[src/design/ctpf_pkg.sv]
`timescale 1ns / 1ps
`default_nettype none
// ----------------------------------------------------------------------------
// ctpf_pkg
// Shared types and constants for the color temperature pixel filter: payload
// structs, register indexes, the gain sequencer states and the whitepoint table.
// ----------------------------------------------------------------------------
package ctpf_pkg;

  localparam int KELVIN_W   = 13;
  localparam int GAIN_W     = 17;
  localparam int CH_W       = 8;
  localparam int TABLE_ROWS = 10;
  localparam int ROW_W      = $clog2(TABLE_ROWS);

  localparam logic [KELVIN_W-1:0] KELVIN_MIN = KELVIN_W'(1000);
  localparam logic [KELVIN_W-1:0] KELVIN_MAX = KELVIN_W'(6500);
  localparam logic [GAIN_W-1:0]   GAIN_ONE   = GAIN_W'(65536);

  localparam logic CFG_KELVIN = 1'b0;
  localparam logic CFG_FORMAT = 1'b1;

  localparam logic FMT_ARGB8888 = 1'b0;
  localparam logic FMT_RGB565   = 1'b1;

  localparam logic [KELVIN_W-1:0] TAB_K [TABLE_ROWS] = '{
    13'd1000, 13'd1500, 13'd2000, 13'd2500, 13'd3000,
    13'd3500, 13'd4000, 13'd4500, 13'd5000, 13'd6500
  };

  localparam logic [GAIN_W-1:0] TAB_G [TABLE_ROWS] = '{
    17'd11910, 17'd27737, 17'd35625, 17'd42187, 17'd47171,
    17'd51110, 17'd54300, 17'd56925, 17'd59112, 17'd65536
  };

  localparam logic [GAIN_W-1:0] TAB_B [TABLE_ROWS] = '{
    17'd0,     17'd0,     17'd5689,  17'd18887, 17'd28089,
    17'd35810, 17'd42478, 17'd48293, 17'd53390, 17'd65536
  };

  typedef struct packed {
    logic [31:0] pixel_in;
    logic        end_of_row;
  } in_item_t;

  typedef struct packed {
    logic [31:0] pixel_out;
    logic        end_of_row_out;
    logic        warming_active;
  } out_item_t;

  typedef enum logic [1:0] {
    GS_IDLE,
    GS_SETUP,
    GS_MUL,
    GS_SUM_DIV
  } gain_state_t;

endpackage : ctpf_pkg
`default_nettype wire

[src/design/color_temperature_pixel_filter_core.sv]
`timescale 1ns / 1ps
`default_nettype none
// ----------------------------------------------------------------------------
// color_temperature_pixel_filter_core
// Warms ARGB8888 or RGB565 pixels by scaling green and blue with gains
// interpolated from a whitepoint table at the programmed kelvin value.
// ----------------------------------------------------------------------------
// Pixels stream at one per clock while in_stall is low, through a
// three-stage pipeline (unpack, multiply by gain, round/saturate/pack into
// the output register); a pixel transfers out of the output register when
// out_stall is low, and bubbles collapse while the output is stalled. A
// kelvin write starts the gain sequencer: bracket lookup, product, sum and
// a bit-serial restoring divide of 31 steps, during which in_stall is high;
// a further kelvin write restarts it. in_stall is also high in the cycle of
// any configuration write. Program registers only while no pixels are in
// flight.
// ----------------------------------------------------------------------------
module color_temperature_pixel_filter_core
  import ctpf_pkg::*;
(
  input  wire logic                clk,
  input  wire logic                rst_n,
  input  wire logic                cfg_we,
  input  wire logic                cfg_index,
  input  wire logic [KELVIN_W-1:0] cfg_wdata,
  input  wire logic                in_valid,
  output logic                     in_stall,
  input  wire in_item_t            in_data,
  output logic                     out_valid,
  input  wire logic                out_stall,
  output out_item_t                out_data
);

  localparam int DW     = GAIN_W + KELVIN_W + 1;
  localparam int CNT_W  = $clog2(DW);
  localparam int PROD_W = CH_W + GAIN_W;
  localparam int SAT_W  = PROD_W - 15;
  localparam int RND    = 32768;

  // ---------------------------------------------------------------- config
  logic [KELVIN_W-1:0] kelvin_r;
  logic                format_r;
  logic [GAIN_W-1:0]   gain_g_r;
  logic [GAIN_W-1:0]   gain_b_r;
  logic                warm_r;
  logic [KELVIN_W-1:0] kelvin_clamp;

  gain_state_t state_r;
  gain_state_t state_nxt;
  logic        busy;

  always_comb begin
    if (cfg_wdata < KELVIN_MIN) begin
      kelvin_clamp = KELVIN_MIN;
    end else if (cfg_wdata > KELVIN_MAX) begin
      kelvin_clamp = KELVIN_MAX;
    end else begin
      kelvin_clamp = cfg_wdata;
    end
  end

  always_ff @(posedge clk) begin
    if (!rst_n) begin
      kelvin_r <= KELVIN_MAX;
      format_r <= FMT_ARGB8888;
    end else if (cfg_we) begin
      unique case (cfg_index)
        CFG_KELVIN: kelvin_r <= kelvin_clamp;
        CFG_FORMAT: format_r <= cfg_wdata[0];
        default: ;
      endcase
    end
  end

  // ---------------------------------------------------------- gain sequencer
  logic [ROW_W-1:0]    row_idx;
  logic [ROW_W-1:0]    row_hi;
  logic                row_stop;
  logic [KELVIN_W-1:0] span_c;
  logic [KELVIN_W-1:0] t_c;
  logic                interp_ok;

  logic [KELVIN_W-1:0] span_r;
  logic [KELVIN_W-1:0] t_r;
  logic [GAIN_W-1:0]   glo_r, ghi_r, blo_r, bhi_r;
  logic [DW-1:0]       gp0_r, gp1_r, bp0_r, bp1_r;
  logic [DW-1:0]       gnum_r, bnum_r;
  logic [KELVIN_W-1:0] grem_r, brem_r;
  logic [CNT_W-1:0]    cnt_r;
  logic                div_run_r;

  logic [KELVIN_W:0]   grem_sh, brem_sh;
  logic                g_ge, b_ge;
  logic [DW-1:0]       gnum_nxt, bnum_nxt;
  logic [KELVIN_W-1:0] grem_nxt, brem_nxt;

  always_comb begin
    row_idx  = '0;
    row_stop = 1'b0;
    for (int j = 1; j <= TABLE_ROWS - 2; j++) begin
      if (!row_stop && TAB_K[j] < kelvin_r) begin
        row_idx = ROW_W'(j);
      end else begin
        row_stop = 1'b1;
      end
    end
    row_hi    = row_idx + ROW_W'(1);
    interp_ok = (TAB_K[row_hi] > TAB_K[row_idx]) && (kelvin_r >= TAB_K[row_idx]);
    span_c    = TAB_K[row_hi] - TAB_K[row_idx];
    t_c       = kelvin_r - TAB_K[row_idx];
    if (t_c > span_c) begin
      t_c = span_c;
    end
  end

  always_comb begin
    state_nxt = state_r;
    unique case (state_r)
      GS_IDLE: begin
        if (cfg_we && cfg_index == CFG_KELVIN) begin
          state_nxt = GS_SETUP;
        end
      end
      GS_SETUP:   state_nxt = GS_MUL;
      GS_MUL:     state_nxt = GS_SUM_DIV;
      GS_SUM_DIV: begin
        if (div_run_r && cnt_r == '0) begin
          state_nxt = GS_IDLE;
        end
      end
      default:    state_nxt = GS_IDLE;
    endcase
    if (cfg_we && cfg_index == CFG_KELVIN) begin
      state_nxt = GS_SETUP;
    end
  end

  always_comb begin
    unique case (state_r)
      GS_IDLE: busy = 1'b0;
      default: busy = 1'b1;
    endcase
  end

  always_comb begin
    grem_sh  = {grem_r, gnum_r[DW-1]};
    brem_sh  = {brem_r, bnum_r[DW-1]};
    g_ge     = grem_sh >= {1'b0, span_r};
    b_ge     = brem_sh >= {1'b0, span_r};
    grem_nxt = g_ge ? KELVIN_W'(grem_sh - {1'b0, span_r}) : grem_sh[KELVIN_W-1:0];
    brem_nxt = b_ge ? KELVIN_W'(brem_sh - {1'b0, span_r}) : brem_sh[KELVIN_W-1:0];
    gnum_nxt = {gnum_r[DW-2:0], g_ge};
    bnum_nxt = {bnum_r[DW-2:0], b_ge};
  end

  always_ff @(posedge clk) begin
    if (!rst_n) begin
      state_r   <= GS_IDLE;
      div_run_r <= 1'b0;
      gain_g_r  <= GAIN_ONE;
      gain_b_r  <= GAIN_ONE;
      warm_r    <= 1'b0;
    end else begin
      state_r <= state_nxt;
      case (state_r)
        GS_MUL: div_run_r <= 1'b0;
        GS_SUM_DIV: begin
          div_run_r <= 1'b1;
          if (div_run_r && cnt_r == '0) begin
            gain_g_r <= gnum_nxt[GAIN_W-1:0];
            gain_b_r <= bnum_nxt[GAIN_W-1:0];
            warm_r   <= (gnum_nxt[GAIN_W-1:0] < GAIN_ONE) ||
                        (bnum_nxt[GAIN_W-1:0] < GAIN_ONE);
          end
        end
        default: ;
      endcase
    end
  end

  always_ff @(posedge clk) begin
    case (state_r)
      GS_SETUP: begin
        glo_r <= TAB_G[row_idx];
        ghi_r <= TAB_G[row_hi];
        blo_r <= TAB_B[row_idx];
        bhi_r <= TAB_B[row_hi];
        // degenerate bracket: divide the low row's gain by one
        span_r <= interp_ok ? span_c : KELVIN_W'(1);
        t_r    <= interp_ok ? t_c : '0;
      end
      GS_MUL: begin
        gp0_r <= DW'(glo_r * (span_r - t_r));
        gp1_r <= DW'(ghi_r * t_r);
        bp0_r <= DW'(blo_r * (span_r - t_r));
        bp1_r <= DW'(bhi_r * t_r);
      end
      GS_SUM_DIV: begin
        if (!div_run_r) begin
          gnum_r <= gp0_r + gp1_r + DW'(span_r >> 1);
          bnum_r <= bp0_r + bp1_r + DW'(span_r >> 1);
          grem_r <= '0;
          brem_r <= '0;
          cnt_r  <= CNT_W'(DW - 1);
        end else begin
          gnum_r <= gnum_nxt;
          bnum_r <= bnum_nxt;
          grem_r <= grem_nxt;
          brem_r <= brem_nxt;
          cnt_r  <= cnt_r - CNT_W'(1);
        end
      end
      default: ;
    endcase
  end

  // ---------------------------------------------------------- pixel pipeline
  logic s1_v_r, s2_v_r, out_v_r;
  logic adv1, adv2, adv3;

  logic [CH_W-1:0] s1_a_r, s1_r_r, s1_g_r, s1_b_r;
  logic            s1_fmt_r, s1_eor_r;
  logic [CH_W-1:0] a_nxt, r_nxt, g_nxt, b_nxt;

  logic [CH_W-1:0]   s2_a_r, s2_r_r;
  logic [PROD_W-1:0] s2_gp_r, s2_bp_r;
  logic              s2_fmt_r, s2_eor_r;

  logic [PROD_W:0]   g_rnd, b_rnd;
  logic [SAT_W-1:0]  g_sh, b_sh;
  logic [CH_W-1:0]   g_max, b_max, g_sat, b_sat;
  out_item_t         out_nxt;
  out_item_t         out_r;

  assign adv3     = !out_v_r || !out_stall;
  assign adv2     = !s2_v_r || adv3;
  assign adv1     = !s1_v_r || adv2;
  assign in_stall = busy || cfg_we || !adv1;

  always_comb begin
    if (format_r == FMT_RGB565) begin
      a_nxt = '0;
      r_nxt = CH_W'(in_data.pixel_in[15:11]);
      g_nxt = CH_W'(in_data.pixel_in[10:5]);
      b_nxt = CH_W'(in_data.pixel_in[4:0]);
    end else begin
      a_nxt = in_data.pixel_in[31:24];
      r_nxt = in_data.pixel_in[23:16];
      g_nxt = in_data.pixel_in[15:8];
      b_nxt = in_data.pixel_in[7:0];
    end
  end

  always_comb begin
    g_rnd = {1'b0, s2_gp_r} + (PROD_W+1)'(RND);
    b_rnd = {1'b0, s2_bp_r} + (PROD_W+1)'(RND);
    g_sh  = g_rnd[PROD_W:16];
    b_sh  = b_rnd[PROD_W:16];
    g_max = (s2_fmt_r == FMT_RGB565) ? CH_W'(8'h3f) : CH_W'(8'hff);
    b_max = (s2_fmt_r == FMT_RGB565) ? CH_W'(8'h1f) : CH_W'(8'hff);
    g_sat = (g_sh > SAT_W'(g_max)) ? g_max : g_sh[CH_W-1:0];
    b_sat = (b_sh > SAT_W'(b_max)) ? b_max : b_sh[CH_W-1:0];
    if (s2_fmt_r == FMT_RGB565) begin
      out_nxt.pixel_out = {16'h0000, s2_r_r[4:0], g_sat[5:0], b_sat[4:0]};
    end else begin
      out_nxt.pixel_out = {s2_a_r, s2_r_r, g_sat, b_sat};
    end
    out_nxt.end_of_row_out = s2_eor_r;
    out_nxt.warming_active = warm_r;
  end

  always_ff @(posedge clk) begin
    if (!rst_n) begin
      s1_v_r  <= 1'b0;
      s2_v_r  <= 1'b0;
      out_v_r <= 1'b0;
    end else begin
      if (adv1) begin
        s1_v_r <= in_valid && !in_stall;
      end
      if (adv2) begin
        s2_v_r <= s1_v_r;
      end
      if (adv3) begin
        out_v_r <= s2_v_r;
      end
    end
  end

  always_ff @(posedge clk) begin
    if (adv1) begin
      s1_a_r   <= a_nxt;
      s1_r_r   <= r_nxt;
      s1_g_r   <= g_nxt;
      s1_b_r   <= b_nxt;
      s1_fmt_r <= format_r;
      s1_eor_r <= in_data.end_of_row;
    end
    if (adv2) begin
      s2_a_r   <= s1_a_r;
      s2_r_r   <= s1_r_r;
      s2_gp_r  <= s1_g_r * gain_g_r;
      s2_bp_r  <= s1_b_r * gain_b_r;
      s2_fmt_r <= s1_fmt_r;
      s2_eor_r <= s1_eor_r;
    end
    if (adv3) begin
      out_r <= out_nxt;
    end
  end

  assign out_valid = out_v_r;
  assign out_data  = out_r;

endmodule : color_temperature_pixel_filter_core
`default_nettype wire

[config.mk]
export PLATFORM = sky130hd
export DESIGN_NAME = color_temperature_pixel_filter_core
export DESIGN_NICKNAME = d
export VERILOG_FILES = /design/src/design/ctpf_pkg.sv /design/src/design/color_temperature_pixel_filter_core.sv
export SDC_FILE = /design/constraint.sdc
export NUM_CORES = 2
export LEC_CHECK = 0
export BUFFER_PORTS_ARGS = -buffer_cell sky130_fd_sc_hd__buf_4
export CORE_AREA = 2 2 372 282
export DETAILED_ROUTE_END_ITERATION = 6
export DIE_AREA = 0 0 374 284
export PLACE_DENSITY = 0.81
export SKIP_CTS_REPAIR_TIMING = 1
export SLEW_MARGIN = 20
export SYNTH_ARGS = -nofsm -noshare
export SYNTH_HDL_FRONTEND = slang
export SYNTH_SLANG_ARGS = --single-unit
[constraint.sdc]
create_clock -name clk -period 9 [get_ports clk]
set_input_delay 0.45 -clock clk [delete_from_list [all_inputs] [get_ports clk]]
set_output_delay 0.45 -clock clk [all_outputs]
set_load 0.01 [all_outputs]
==> impl_metrics.json <==
{
  "status": "finished clean",
  "skew_ns": 0.0225,
  "area_delta_synth_final_pct": 6.17,
  "wirelength_mm": 150,
  "first_pass_iters": 6,
  "synth-seq-cells": 457,
  "cts_tree": "done",
  "wl_per_cell_um": 19.7,
  "yosys.cell_types.count": 84,
  "cp.required_ns": 9.39,
  "cp_max_fo": 7,
  "drtIter0Drc": 4309,
  "htreeDepth": 2,
  "synth_top_area_cell": "fa_1",
  "holdCritPathClass": "input port to flip-flop",
  "critPathMostFrequentCell": "fa_1",
  "crit_slowest_cell": "fa_1",
  "dp_cells": 7484,
  "yosysTopAreaCellShare": 0.315,
  "row_count": 102,
  "post-route-drc-count": 0,
  "timing.fmax_mhz": 115,
  "vias_per_cell": 5.74,
  "grt_pass1_vias": 45299,
  "ant_nets": 0,
  "critPathKind": "flip-flop to flip-flop",
  "ys.flop_type": "edfxtp_1",
  "port_buffers": 87,
  "fp.dieW_um": 374,
  "wl_met3_mm": 16.5,
  "place_hpwl_mm": 118,
  "slowest_delay_ns": 0.57,
  "synth_cells": 6234,
  "maxSlewViolCount": 0,
  "grt_pass1_wl_mm": 245,
  "setup_violations": 0,
  "finalCriticalPeriod_ns": 8.69,
  "synth_edf_count": 402,
  "cp-start-kind": "flip-flop",
  "clock_sink_count": 457,
  "cts_buffers": 49,
  "antenna_found_initial": 4,
  "dpl_worst_slack_ns": -0.427,
  "wl_met2_mm": 67.6,
  "path_clk_slew_ns": 0.07,
  "hold_violations": 0,
  "fp.dieH_um": 284,
  "cts-root-buf": "clkbuf_16",
  "worst_pin_slew_ns": 1.22,
  "avgSynthCellArea_um2": 9.83,
  "clk_latency_ns": 0.64,
  "drive_gt1_frac": 0.0485,
  "overflow": 0,
  "min_from": "cfg_wdata[5]",
  "start_util": 0.598,
  "reg2reg_from": "span_r[0]",
  "yosysWarnings": 0,
  "synth.area.top_cells": "fa_1 31%, edfxtp_1 20%, ha_1 12%",
  "num_vias": 43511,
  "grt_max_degree": 78,
  "finalCritPeriodShare": 0.966,
  "max-cap-violations": 0,
  "final_common_cell": "inv_1",
  "instances_no_fill": 7583,
  "syn_area_um2": 61300,
  "yosysSeqAreaShare": 0.215,
  "place_congestion": 0.974,
  "maxSlewHeadroom": 0.183,
  "fin_nets": 7787,
  "io_pins": 88,
  "cp-end-kind": "flip-flop",
  "arrival_ns": 9.08,
  "grt_util_all_layers": 0.290,
  "synth-async-reset-ratio": 0,
  "routed.top_layer": "met5",
  "crit_start": "span_r[0]",
  "cts_max_path_buffers": 3,
  "layout_common_cells": "1049 x inv_1, 963 x fa_1, 856 x nand2_1",
  "drt-met1-wl_mm": 61.3,
  "setup_ws_ns": 0.307,
  "dieArea_um2": 106000,
  "core_area_um2": 102000
}
## path summary, 6_finish.rpt
check / end / slack, ns / cells past startpoint
worst max-delay path: gp0_r[29] / 0.31 / 34
worst min-delay path: kelvin_r[5] / 0.05 / 2
worst max register to register: gp0_r[29] / 0.31 / 34
worst min register to register: s2_r_r[2] / 0.42 / 0
## critical path, delay by kind of cell (launching register included)
family / cells / cell delay, ns
and+or+nand+nor: 1 / 0.22
buffers and inverters: 5 / 0.28
muxes: 1 / 0.35
AOI/OAI and AO/OA: 17 / 3.29
adders and majority gates: 9 / 3.82
xor gates and xnor gates: 1 / 0.08
DFF: 1 / 0.40
## per-layer routing
metal | vias up | track usage
met1 | 21539 | 0.405
met2 | 2014 | 0.453
li1 | 19699 | -
met4 | 4 | 0.0810
met5 | - | 0
met3 | 255 | 0.0701
## area by class of cell
| cell class | count | area (um2) |
|---|---|---|
| Multi-Input combinational cell | 4471 | 43400 |
| Fill cell | 7946 | 37400 |
| Sequential cell | 457 | 13200 |
| Inverter | 1053 | 3950 |
| Tap cell | 1352 | 1690 |
| Clock buffer | 65 | 1400 |
| Timing Repair Buffer | 158 | 1210 |
| Clock inverter | 26 | 255 |
| Antenna cell | 1 | 2.50 |
## cell families after synthesis
group           after synthesis  share of synthesized area
compound gates              743                     0.0786
xor+xnor                    229                     0.0327
fa+ha+maj                  1545                      0.434
buf+inv                    1314                     0.0807
flops                       457                      0.215
mux                          56                    0.00984
other cells                   2                   0.000123
simple gates               1888                      0.149
## metrics by stage
| step | utilization | cell area, um2 | hold slack, ns | setup TNS [ns] |
|---|---|---|---|---|
| global placement | 0.617 | 63200 | 0.403 | -0.0309 |
| detailed placement | 0.617 | 63300 | 0.411 | -1.64 |
| finish | 0.635 | 65000 | 0.0453 | 0 |
| floorplan | - | 61300 | 0.400 | 0 |
| global route | 0.635 | 65000 | 0.0588 | -0.0170 |
| CTS | 0.633 | 64900 | -0.0392 | -1.72 |
## state kept, by name (all words and copies together) (netlist names), 17 cells and up
register	count
bp0_r	31
gp0_r	31
gain_g_r	17
gp1_r	30
out_data	34
bp1_r	30
gain_b_r	17
bnum_r	31
gnum_r	31
## cell usage after synthesis, types with 73 or more instances
cell      instances
a21o_1           83
a21oi_1         218
and2_1          476
clkbuf_1        249
edfxtp_1        402
fa_1            963
ha_1            582
inv_1          1049
nand2_1         857
nand2b_1         73
nor2_1          167
nor2b_1          99
o21ai_0         102
xnor2_1         150
xor2_1           79
Power is not shown: default switching activity piles up to over one toggle a cycle in this logic, so the estimate is an artifact.
